[src/hw/rtl/lcdseq_pkg.sv]
// ----------------------------------------------------------------------------
// lcdseq_pkg
// Types, register indexes, phase codes and constant tables shared by the
// character LCD 4-bit write sequencer.
// ----------------------------------------------------------------------------
`default_nettype none

package lcdseq_pkg;

   // configuration register indexes
   localparam logic [3:0] CSR_UNIT_TICKS = 4'd0;
   localparam logic [3:0] CSR_LONG_WAIT  = 4'd1;

   localparam logic [15:0] UNIT_TICKS_RESET = 16'd1000;
   localparam logic [7:0]  LONG_WAIT_RESET  = 8'd50;

   // init step numbering
   localparam logic [6:0] STEP_FIRST_CMD    = 7'd4;
   localparam logic [6:0] STEP_GLYPH_START  = 7'd9;
   localparam logic [6:0] STEP_LAST_WAKE    = 7'd3;
   localparam logic [6:0] STEP_LAST_GAP     = 7'd2;

   localparam logic [3:0] WAKE_NIBBLE       = 4'h3;
   localparam logic [3:0] FOUR_BIT_NIBBLE   = 4'h2;
   localparam logic [7:0] CMD_DDRAM_HOME    = 8'h80;

   typedef enum logic [3:0] {
      PH_PWR_WAIT = 4'd0,
      PH_NIB_L1   = 4'd1,
      PH_NIB_H    = 4'd2,
      PH_NIB_L2   = 4'd3,
      PH_GAP      = 4'd4,
      PH_HI_L1    = 4'd5,
      PH_HI_H     = 4'd6,
      PH_HI_L2    = 4'd7,
      PH_LO_L1    = 4'd8,
      PH_LO_H     = 4'd9,
      PH_LO_L2    = 4'd10,
      PH_BUSY     = 4'd11,
      PH_IDLE     = 4'd12
   } phase_type;

   typedef struct packed {
      logic       write_request;
      logic       register_select;
      logic [7:0] byte_value;
      logic       busy_pin;
   } req_type;

   typedef struct packed {
      logic       accepted;
      logic       ready_res;
      logic       rs_level;
      logic       rw_level;
      logic       enable_level;
      logic [3:0] data_nibble;
      logic       data_drive;
   } rsp_type;

   // function set, display on, clear, entry mode, cgram address
   function automatic logic [7:0] init_cmd(input logic [2:0] idx);
      logic [7:0] val;
      case (idx)
         3'd0:    val = 8'h28;
         3'd1:    val = 8'h0C;
         3'd2:    val = 8'h01;
         3'd3:    val = 8'h06;
         3'd4:    val = 8'h40;
         default: val = 8'h00;
      endcase
      return val;
   endfunction

   // eight glyphs of eight rows; glyph 0 is a face, then five bar-graph cells, then two blanks
   function automatic logic [7:0] glyph_byte(input logic [5:0] idx);
      logic [7:0] val;
      case (idx[5:3])
         3'd0: begin
            case (idx[2:0])
               3'd0:    val = 8'h11;
               3'd1:    val = 8'h0A;
               3'd2:    val = 8'h04;
               3'd3:    val = 8'h1B;
               3'd7:    val = 8'h0E;
               default: val = 8'h11;
            endcase
         end
         3'd1:    val = 8'h10;
         3'd2:    val = 8'h18;
         3'd3:    val = 8'h1C;
         3'd4:    val = 8'h1E;
         3'd5:    val = 8'h1F;
         default: val = 8'h00;
      endcase
      return val;
   endfunction

endpackage

`default_nettype wire

[src/hw/rtl/char_lcd_nibble_write_sequencer.sv]
// ----------------------------------------------------------------------------
// char_lcd_nibble_write_sequencer
// Character LCD 4-bit interface controller. Each req_ word is one timer tick
// with an optional byte offer and the sampled busy line; each rsp_ word gives
// the pin levels in force during that tick, plus accepted and ready flags.
//
// Exactly one rsp_ word comes out for every req_ word, in order. A pushed word
// sits in a two-entry input queue, the pin sequencer steps once per word, and
// the result goes into a two-entry output queue, from which it is popped. One
// word per cycle is sustained in both directions while the receiver keeps
// popping, set by the single sequencer step per cycle.
// When the receiver stops popping, the output queue fills, the sequencer holds
// and req_full rises once the input queue is full; nothing is dropped.
// After reset the sequencer starts the power-up wait, wake nibbles, command
// set and glyph load, counted in ticks, then reports ready. Configuration
// (unit tick count, long wait units) must go via csr_ while idle; unchecked.
// ----------------------------------------------------------------------------
`default_nettype none

module char_lcd_nibble_write_sequencer #(
   parameter int GLYPH_ROM_BYTES = 64
) (
   input  wire logic        clock,
   input  wire logic        reset,
   input  wire logic        csr_write_enable,
   input  wire logic [3:0]  csr_index,
   input  wire logic [15:0] csr_write_data,
   input  wire logic        req_push,
   output logic             req_full,
   input  wire logic        req_write_request,
   input  wire logic        req_register_select,
   input  wire logic [7:0]  req_byte_value,
   input  wire logic        req_busy_pin,
   output logic             rsp_empty,
   input  wire logic        rsp_pop,
   output logic             rsp_accepted,
   output logic             rsp_ready_res,
   output logic             rsp_rs_level,
   output logic             rsp_rw_level,
   output logic             rsp_enable_level,
   output logic [3:0]       rsp_data_nibble,
   output logic             rsp_data_drive
);

   import lcdseq_pkg::*;

   req_type in_word, core_item;
   rsp_type core_result, out_word;
   logic    in_empty, out_full, step;

   assign in_word.write_request   = req_write_request;
   assign in_word.register_select = req_register_select;
   assign in_word.byte_value      = req_byte_value;
   assign in_word.busy_pin        = req_busy_pin;

   assign step = !in_empty && !out_full;

   lcdseq_fifo #(
      .WIDTH($bits(req_type))
   ) u_in_queue (
      .clock     (clock),
      .reset     (reset),
      .push      (req_push),
      .push_data (in_word),
      .full      (req_full),
      .pop       (step),
      .pop_data  (core_item),
      .empty     (in_empty)
   );

   lcdseq_core #(
      .GLYPH_ROM_BYTES(GLYPH_ROM_BYTES)
   ) u_core (
      .clock            (clock),
      .reset            (reset),
      .csr_write_enable (csr_write_enable),
      .csr_index        (csr_index),
      .csr_write_data   (csr_write_data),
      .step             (step),
      .item             (core_item),
      .result           (core_result)
   );

   lcdseq_fifo #(
      .WIDTH($bits(rsp_type))
   ) u_out_queue (
      .clock     (clock),
      .reset     (reset),
      .push      (step),
      .push_data (core_result),
      .full      (out_full),
      .pop       (rsp_pop),
      .pop_data  (out_word),
      .empty     (rsp_empty)
   );

   assign rsp_accepted     = out_word.accepted;
   assign rsp_ready_res    = out_word.ready_res;
   assign rsp_rs_level     = out_word.rs_level;
   assign rsp_rw_level     = out_word.rw_level;
   assign rsp_enable_level = out_word.enable_level;
   assign rsp_data_nibble  = out_word.data_nibble;
   assign rsp_data_drive   = out_word.data_drive;

endmodule

`default_nettype wire

[src/hw/rtl/lcdseq_fifo.sv]
// ----------------------------------------------------------------------------
// lcdseq_fifo
// Two-entry word queue; push and pop may happen in the same cycle.
// ----------------------------------------------------------------------------
`default_nettype none

module lcdseq_fifo #(
   parameter int WIDTH = 8
) (
   input  wire logic             clock,
   input  wire logic             reset,
   input  wire logic             push,
   input  wire logic [WIDTH-1:0] push_data,
   output logic                  full,
   input  wire logic             pop,
   output logic [WIDTH-1:0]      pop_data,
   output logic                  empty
);

   logic [WIDTH-1:0] mem_ff [2];
   logic             wr_ptr_ff, wr_ptr_in;
   logic             rd_ptr_ff, rd_ptr_in;
   logic [1:0]       count_ff, count_in;
   logic             push_ok, pop_ok;

   assign full     = (count_ff == 2'd2);
   assign empty    = (count_ff == 2'd0);
   assign push_ok  = push && !full;
   assign pop_ok   = pop && !empty;
   assign pop_data = mem_ff[rd_ptr_ff];

   always_comb begin
      wr_ptr_in = push_ok ? ~wr_ptr_ff : wr_ptr_ff;
      rd_ptr_in = pop_ok ? ~rd_ptr_ff : rd_ptr_ff;
      count_in  = count_ff;
      if (push_ok && !pop_ok) begin
         count_in = count_ff + 2'd1;
      end else if (pop_ok && !push_ok) begin
         count_in = count_ff - 2'd1;
      end
   end

   always_ff @(posedge clock) begin
      if (reset) begin
         wr_ptr_ff <= 1'b0;
         rd_ptr_ff <= 1'b0;
         count_ff  <= 2'd0;
      end else begin
         wr_ptr_ff <= wr_ptr_in;
         rd_ptr_ff <= rd_ptr_in;
         count_ff  <= count_in;
      end
   end

   always_ff @(posedge clock) begin
      if (push_ok) begin
         mem_ff[wr_ptr_ff] <= push_data;
      end
   end

endmodule

`default_nettype wire

[src/hw/rtl/lcdseq_core.sv]
// ----------------------------------------------------------------------------
// lcdseq_core
// Pin sequencer: one tick word per step, drives the LCD pin levels, runs the
// power-up and glyph load, then writes offered bytes as two nibbles.
// ----------------------------------------------------------------------------
`default_nettype none

module lcdseq_core #(
   parameter int GLYPH_ROM_BYTES = 64
) (
   input  wire logic                clock,
   input  wire logic                reset,
   input  wire logic                csr_write_enable,
   input  wire logic [3:0]          csr_index,
   input  wire logic [15:0]         csr_write_data,
   input  wire logic                step,
   input  wire lcdseq_pkg::req_type item,
   output lcdseq_pkg::rsp_type      result
);

   import lcdseq_pkg::*;

   localparam logic [6:0] STEP_LAST_CMD = STEP_GLYPH_START + 7'(GLYPH_ROM_BYTES);
   localparam logic [6:0] STEP_DONE     = STEP_LAST_CMD + 7'd1;

   logic [15:0] unit_ticks_ff;
   logic [7:0]  long_wait_ff;

   phase_type   phase_ff, phase_in;
   logic [6:0]  init_step_ff, init_step_in;
   logic [15:0] tick_ff, tick_in;
   logic [7:0]  unit_ff, unit_in;
   logic [7:0]  held_byte_ff, held_byte_in;
   logic        held_sel_ff, held_sel_in;
   logic        rs_ff, rs_in;
   logic        rw_ff, rw_in;
   logic        en_ff, en_in;
   logic [3:0]  nibble_ff, nibble_in;
   logic        drive_ff, drive_in;

   logic [15:0] ut_eff;
   logic [7:0]  lw_eff;
   logic [7:0]  seg_units;
   logic        tick_end, unit_end, seg_done;
   logic [15:0] seg_tick;
   logic [7:0]  seg_unit;
   logic        is_idle, acc;

   logic [6:0]  launch_step;
   logic        launch_wake;
   logic        launch_byte_ok;
   logic [6:0]  glyph_off;
   logic [6:0]  cmd_off;
   logic [7:0]  launch_byte;
   logic        launch_sel;
   phase_type   launch_phase;
   logic        busy_exit;

   // configuration registers
   always_ff @(posedge clock) begin
      if (reset) begin
         unit_ticks_ff <= UNIT_TICKS_RESET;
         long_wait_ff  <= LONG_WAIT_RESET;
      end else if (csr_write_enable) begin
         case (csr_index)
            CSR_UNIT_TICKS: unit_ticks_ff <= csr_write_data;
            CSR_LONG_WAIT:  long_wait_ff  <= csr_write_data[7:0];
            default:        ;
         endcase
      end
   end

   // delay timer, zero lengths act as one
   always_comb begin
      ut_eff    = (unit_ticks_ff == 16'd0) ? 16'd1 : unit_ticks_ff;
      lw_eff    = (long_wait_ff == 8'd0) ? 8'd1 : long_wait_ff;
      seg_units = (phase_ff == PH_PWR_WAIT || phase_ff == PH_GAP) ? lw_eff : 8'd1;
      tick_end  = ({1'b0, tick_ff} + 17'd1) >= {1'b0, ut_eff};
      unit_end  = ({1'b0, unit_ff} + 9'd1) >= {1'b0, seg_units};
      seg_done  = tick_end && unit_end;
      if (tick_end) begin
         seg_tick = 16'd0;
         seg_unit = unit_end ? 8'd0 : unit_ff + 8'd1;
      end else begin
         seg_tick = tick_ff + 16'd1;
         seg_unit = unit_ff;
      end
   end

   assign is_idle   = (phase_ff == PH_IDLE);
   assign acc       = is_idle && item.write_request;
   assign busy_exit = seg_done && !item.busy_pin;

   // what the next init step loads
   always_comb begin
      launch_step    = (phase_ff == PH_PWR_WAIT) ? 7'd0 : init_step_ff + 7'd1;
      launch_wake    = (launch_step <= STEP_LAST_WAKE);
      launch_byte_ok = !launch_wake && (launch_step < STEP_DONE);
      glyph_off      = launch_step - STEP_GLYPH_START;
      cmd_off        = launch_step - STEP_FIRST_CMD;
      launch_sel     = 1'b0;
      if (launch_step < STEP_GLYPH_START) begin
         launch_byte = init_cmd(cmd_off[2:0]);
      end else if (launch_step < STEP_LAST_CMD) begin
         launch_byte = glyph_byte(glyph_off[5:0]);
         launch_sel  = 1'b1;
      end else begin
         launch_byte = CMD_DDRAM_HOME;
      end
      if (launch_wake) begin
         launch_phase = PH_NIB_L1;
      end else if (launch_byte_ok) begin
         launch_phase = PH_HI_L1;
      end else begin
         launch_phase = PH_IDLE;
      end
   end

   // next phase
   always_comb begin
      phase_in = phase_ff;
      case (phase_ff)
         PH_PWR_WAIT: if (seg_done) phase_in = launch_phase;
         PH_NIB_L1:   if (seg_done) phase_in = PH_NIB_H;
         PH_NIB_H:    if (seg_done) phase_in = PH_NIB_L2;
         PH_NIB_L2: begin
            if (seg_done) phase_in = (init_step_ff < STEP_LAST_GAP) ? PH_GAP : PH_BUSY;
         end
         PH_GAP:      if (seg_done) phase_in = launch_phase;
         PH_HI_L1:    if (seg_done) phase_in = PH_HI_H;
         PH_HI_H:     if (seg_done) phase_in = PH_HI_L2;
         PH_HI_L2:    if (seg_done) phase_in = PH_LO_L1;
         PH_LO_L1:    if (seg_done) phase_in = PH_LO_H;
         PH_LO_H:     if (seg_done) phase_in = PH_LO_L2;
         PH_LO_L2:    if (seg_done) phase_in = PH_BUSY;
         PH_BUSY: begin
            if (busy_exit) phase_in = (init_step_ff < STEP_DONE) ? launch_phase : PH_IDLE;
         end
         PH_IDLE:     if (acc) phase_in = PH_HI_L1;
         default:     phase_in = PH_IDLE;
      endcase
   end

   // counters, held byte and pin levels
   always_comb begin
      init_step_in = init_step_ff;
      tick_in      = seg_tick;
      unit_in      = seg_unit;
      held_byte_in = held_byte_ff;
      held_sel_in  = held_sel_ff;
      rs_in        = rs_ff;
      rw_in        = rw_ff;
      en_in        = en_ff;
      nibble_in    = nibble_ff;
      drive_in     = drive_ff;
      case (phase_ff)
         PH_PWR_WAIT, PH_GAP: begin
            if (seg_done) begin
               init_step_in = launch_step;
               if (launch_wake) begin
                  nibble_in = (launch_step == STEP_LAST_WAKE) ? FOUR_BIT_NIBBLE
                                                              : WAKE_NIBBLE;
               end else if (launch_byte_ok) begin
                  held_byte_in = launch_byte;
                  held_sel_in  = launch_sel;
                  rs_in        = launch_sel;
                  en_in        = 1'b0;
                  nibble_in    = launch_byte[7:4];
               end
            end
         end
         PH_NIB_L1, PH_HI_L1, PH_LO_L1: begin
            if (seg_done) en_in = 1'b1;
         end
         PH_NIB_H, PH_HI_H, PH_LO_H: begin
            if (seg_done) en_in = 1'b0;
         end
         PH_NIB_L2, PH_LO_L2: begin
            if (seg_done && (phase_ff == PH_LO_L2 || init_step_ff >= STEP_LAST_GAP)) begin
               rs_in    = 1'b0;
               drive_in = 1'b0;
               rw_in    = 1'b1;
               en_in    = 1'b1;
            end
         end
         PH_HI_L2: begin
            if (seg_done) nibble_in = held_byte_ff[3:0];
         end
         PH_BUSY: begin
            if (busy_exit) begin
               en_in    = 1'b0;
               rw_in    = 1'b0;
               drive_in = 1'b1;
               if (init_step_ff < STEP_DONE) begin
                  init_step_in = launch_step;
                  if (launch_wake) begin
                     nibble_in = (launch_step == STEP_LAST_WAKE) ? FOUR_BIT_NIBBLE
                                                                 : WAKE_NIBBLE;
                  end else if (launch_byte_ok) begin
                     held_byte_in = launch_byte;
                     held_sel_in  = launch_sel;
                     rs_in        = launch_sel;
                     nibble_in    = launch_byte[7:4];
                  end
               end
            end
         end
         PH_IDLE: begin
            tick_in = tick_ff;
            unit_in = unit_ff;
            if (acc) begin
               tick_in      = 16'd0;
               unit_in      = 8'd0;
               held_byte_in = item.byte_value;
               held_sel_in  = item.register_select;
               rs_in        = item.register_select;
               en_in        = 1'b0;
               nibble_in    = item.byte_value[7:4];
            end
         end
         default: begin
            tick_in = 16'd0;
            unit_in = 8'd0;
         end
      endcase
   end

   // result word shows the levels in force during this tick
   always_comb begin
      result.accepted     = acc;
      result.ready_res    = is_idle;
      result.rs_level     = rs_ff;
      result.rw_level     = rw_ff;
      result.enable_level = en_ff;
      result.data_nibble  = nibble_ff;
      result.data_drive   = drive_ff;
   end

   always_ff @(posedge clock) begin
      if (reset) begin
         phase_ff     <= PH_PWR_WAIT;
         init_step_ff <= 7'd0;
         tick_ff      <= 16'd0;
         unit_ff      <= 8'd0;
         held_byte_ff <= 8'd0;
         held_sel_ff  <= 1'b0;
         rs_ff        <= 1'b0;
         rw_ff        <= 1'b0;
         en_ff        <= 1'b0;
         nibble_ff    <= 4'd0;
         drive_ff     <= 1'b1;
      end else if (step) begin
         phase_ff     <= phase_in;
         init_step_ff <= init_step_in;
         tick_ff      <= tick_in;
         unit_ff      <= unit_in;
         held_byte_ff <= held_byte_in;
         held_sel_ff  <= held_sel_in;
         rs_ff        <= rs_in;
         rw_ff        <= rw_in;
         en_ff        <= en_in;
         nibble_ff    <= nibble_in;
         drive_ff     <= drive_in;
      end
   end

endmodule

`default_nettype wire
[config.mk]
export PLATFORM = sky130hd
export DESIGN_NAME = char_lcd_nibble_write_sequencer
export DESIGN_NICKNAME = d
export VERILOG_FILES = /design/src/hw/rtl/lcdseq_pkg.sv /design/src/hw/rtl/char_lcd_nibble_write_sequencer.sv /design/src/hw/rtl/lcdseq_fifo.sv /design/src/hw/rtl/lcdseq_core.sv
export SDC_FILE = /design/constraint.sdc
export NUM_CORES = 1
export LEC_CHECK = 0
export ABC_AREA = 1
export BUFFER_PORTS_ARGS = -buffer_cell sky130_fd_sc_hd__buf_4
export CORE_UTILIZATION = 56
export CTS_CLUSTER_DIAMETER = 30
export DETAILED_ROUTE_END_ITERATION = 8
export PLACE_DENSITY = 0.72
export SLEW_MARGIN = 10
export SYNTH_ARGS = -nofsm -noshare
export SYNTH_HDL_FRONTEND = slang
export SYNTH_SLANG_ARGS = --single-unit
[constraint.sdc]
create_clock -name clock -period 9.1 [get_ports clock]
set_input_delay 1.82 -clock clock [delete_from_list [all_inputs] [get_ports clock]]
set_output_delay 1.82 -clock clock [all_outputs]
set_load 0.1 [all_outputs]
==> results_dict.tcl <==
set metrics [dict create \
    status "finished, final reports clean" \
    post-route-period-util_pct 42.8 \
    cts_tree "built" \
    cp-start-kind "flop" \
    dr_wl_met2_microns 7170 \
    synth_area_sq_mm 0.00692 \
    num-nets-final 1012 \
    synth-xor-area-share_pct 2.41 \
    grt_pass1_vias 5698 \
    syn_nets 967 \
    cp_max_fo 12 \
    required_ps 9420 \
    port_buffers 47 \
    whs_path_depth 1 \
    fillers 1054 \
    cp.arrival_ps 4210 \
    finalMaxSlewViolations 0 \
    synth_top_family_by_area "simple AND/OR/NAND/NOR gates" \
    max_freq_mhz 257 \
    final-seq-area_sq_mm 0.00288 \
    drt_first_pass_iters 5 \
    cts.htree.levels 4 \
    post-cts-setup-buffers 0 \
    wire_per_inst_microns 14.3 \
    fp.dieW_microns 113 \
    power.total_mw 2.12 \
    pre_cts_slack_ps 5150 \
    gp_congestion 0.937 \
    totalWireLength_microns 15800 \
    dr_total_vias 6068 \
    numCtsBuffers 17 \
    clock-root-buffer "clkbuf_16" \
    drive_above_1_share_pct 15.4 \
    fin_area_sq_mm 0.00792 \
    topRoutingLayerUsed "met4" \
    regToRegSetupSlack_ps 5210 \
    layout.cells.non_filler 1107 \
    syn_avg_cell_area_sq_um 7.67 \
    m1WireLength_microns 7550 \
    whs_endpoint "u_in_queue.rd_ptr_ff" \
    hold_buffers 0 \
    relSlewSlack_pct 25.3 \
    worst-setup-path-type "flop to flop" \
    synthAdderAreaFrac_pct 5.25 \
    reg2reg_to "u_core.nibble_ff[3]" \
    p_sw_share_pct 41.2 \
    comb_power_share_pct 36.3 \
    synthFlopType "dfxtp_1" \
    synth_cells 902 \
    cp-end-kind "flop" \
    clock-sinks 123 \
    final-hold-violation-count 0 \
    post-route-drc-count 0 \
    clkPwrFrac_pct 29.6 \
    setup-tns-final_ps 0 \
    synth_top_area_cell "dfxtp_1" \
    synth_top_area_share_pct 23.4 \
    ioPinCount 48 \
    hp-class "flop to flop" \
    place_inst 1075 \
    ir_worst_vdd_mv 0.235 \
    dieArea_sq_mm 0.0128 \
    pwr-share-seq_pct 34.1 \
    dpl-instance-area_sq_mm 0.00736 \
    drtAntennaViolNets 0 \
    coreArea_sq_mm 0.0120 \
    antenna_found_initial 0 \
    grt_max_degree 33 \
    ys_warn_count 0 \
    clock_latency_ps 420 \
    grt_usage_pct 26.3 \
    synth_area_leaders "dfxtp_1, edfxtp_1, nand2_1" \
    synthMuxAreaShare_pct 1.77 \
    synth_cell_types 46 \
    cts_resized 0 \
    layout_setup_ws_ps 5210 \
    grt_overflow 0 \
    grt_pass1_wl_microns 26400 \
    synth-simple-area-share_pct 27.1 \
    rsz0062_at_grt "false" \
    dr.first_iter.drc_count 407 \
    reg2reg_depth 24 \
    rows 40 \
    yosysMostFrequentCell "nand2_1" \
    ys_ff_latch 123 \
    finClkSkew_ps 10.2 \
    p_int_mw 1.25 \
    yosys-top-cells-count "nand2_1, inv_1, nor2_1" \
    clkTransAtPathRegs_ps 50 \
    die_y_microns 113 \
    setup_violations 0 \
    antenna_cells 0 \
    synth_compound_area_share_pct 13.4 \
    routed_via_density 5.48 \
    async_reset_ff_share_pct 0 \
    dr_wl_met3_microns 826 \
    syn_to_final_growth_pct 14.5 \
    ys_seq_area_share_pct 41.7 \
    clk_path_buf_depth 2 \
    timing.rr.start "u_core.tick_ff[2]" \
    worst_pin_slew_ps 1110 \
    synth-edff-count 42 \
    dp_hpwl_microns 11800 \
    startpoint "u_core.tick_ff[2]" \
    drv_cap 0 \
    p_sw_mw 0.873 \
    start_util_pct 57.6 \
    p_leak_nw 3.50 \
    fin_crit_ps 3890 \
    multi_input_area_sq_mm 0.00345 \
    power_density_mw_per_mm2 267 \
    worstHoldStart "u_in_queue.rd_ptr_ff" \
]
## power groups by stage
stage	sequential, mW	combinational [mW]	clock, mW
after detailed placement	0.733	0.766	0
after global routing	0.734	0.845	0.657
after global placement	0.728	0.748	0
final	0.722	0.769	0.626
after floorplan	0.709	0.626	0
after CTS	0.723	0.769	0.636
## critical path: stages (launching register included)
cell and delay (ps):
dfxtp_1 400, nand3_1 130, nor2_1 100, inv_1 70, nor2_1 80, inv_1 50
nor2_1 140, nand2_1 70, nor2_1 190, nand2_1 80, nor2_1 130, nand3_1 110
xor2_1 170, ha_1 370, nand4_1 120, nor4_1 270, nand2_1 140, nand3_2 130
nand3_1 110, nand2_1 360, inv_1 130, nor2_4 220, nand3_1 110, nand2_1 80
nor2_1 40
## placed cells by master, fill, tap and decap left out, types with 17 or more instances in the layout
| cell | count |
|---|---|
| dfxtp_1 | 81 |
| o21ai_0 | 54 |
| edfxtp_1 | 42 |
| nand4_1 | 29 |
| ha_1 | 29 |
| a21oi_1 | 80 |
| inv_1 | 112 |
| buf_4 | 48 |
| nor2_1 | 97 |
| nand2_1 | 187 |
| nand3_1 | 47 |
| clkbuf_16 | 17 |
## cells by family after synthesis
family | Yosys count
AO/OA/AOI/OAI | 163
XOR/XNOR | 19
adder cells (fa/ha/maj) | 29
buffers and inverters | 150
flip-flops | 123
multiplexers | 11
AND/OR/NAND/NOR | 407
## layout make-up
| cell class | instances | area share (%) |
|---|---|---|
| Clock buffer | 18 | 5.42 |
| Clock inverter | 14 | 1.60 |
| Inverter | 128 | 6.07 |
| Multi-Input combinational cell | 629 | 43.6 |
| Sequential cell | 123 | 36.4 |
| Tap cell | 147 | 2.32 |
| Timing Repair Buffer | 48 | 4.55 |
## worst max-delay path by stage
stage	endpoint	slack [ps]	depth (start not counted)
final	u_core.nibble_ff[3]	5210	24
after CTS	u_core.nibble_ff[3]	5240	24
after global routing	u_core.rs_ff	4730	24
after detailed placement	u_core.unit_ticks_ff[10]	5150	7
after floorplan	req_full	5640	2
after global placement	u_core.unit_ticks_ff[4]	5270	7
## registers in the layout, indices dropped and copies added, names as in the netlist, 2 cells and up, named ones only
| signal | cells |
|---|---|
| u_core.init_step_ff | 7 |
| u_in_queue.mem_ff | 22 |
| u_core.long_wait_ff | 8 |
| u_core.held_byte_ff | 4 |
| u_in_queue.count_ff | 2 |
| u_out_queue.mem_ff | 20 |
| u_out_queue.count_ff | 2 |
| u_core.nibble_ff | 4 |
| u_core.tick_ff | 16 |
| u_core.unit_ff | 8 |
| u_core.phase_ff | 4 |
| u_core.unit_ticks_ff | 16 |
## layer usage
layer  vias to the layer above  track usage [%]
li1                       3095                -
met1                      2771             35.0
met2                       177             41.1
met3                        25             5.95
met4                         0             11.4
met5                         -                0
## through the flow
stage / hold slack [ps] / util, %
2_1_floorplan: 426 / -
3_3_place_gp: 436 / 61.3
6_report: 451 / 65.9
5_1_grt: 466 / 65.9
3_5_place_dp: 442 / 61.3
4_1_cts: 449 / 65.9
No activity file was read; power rests on OpenSTA's default activity.
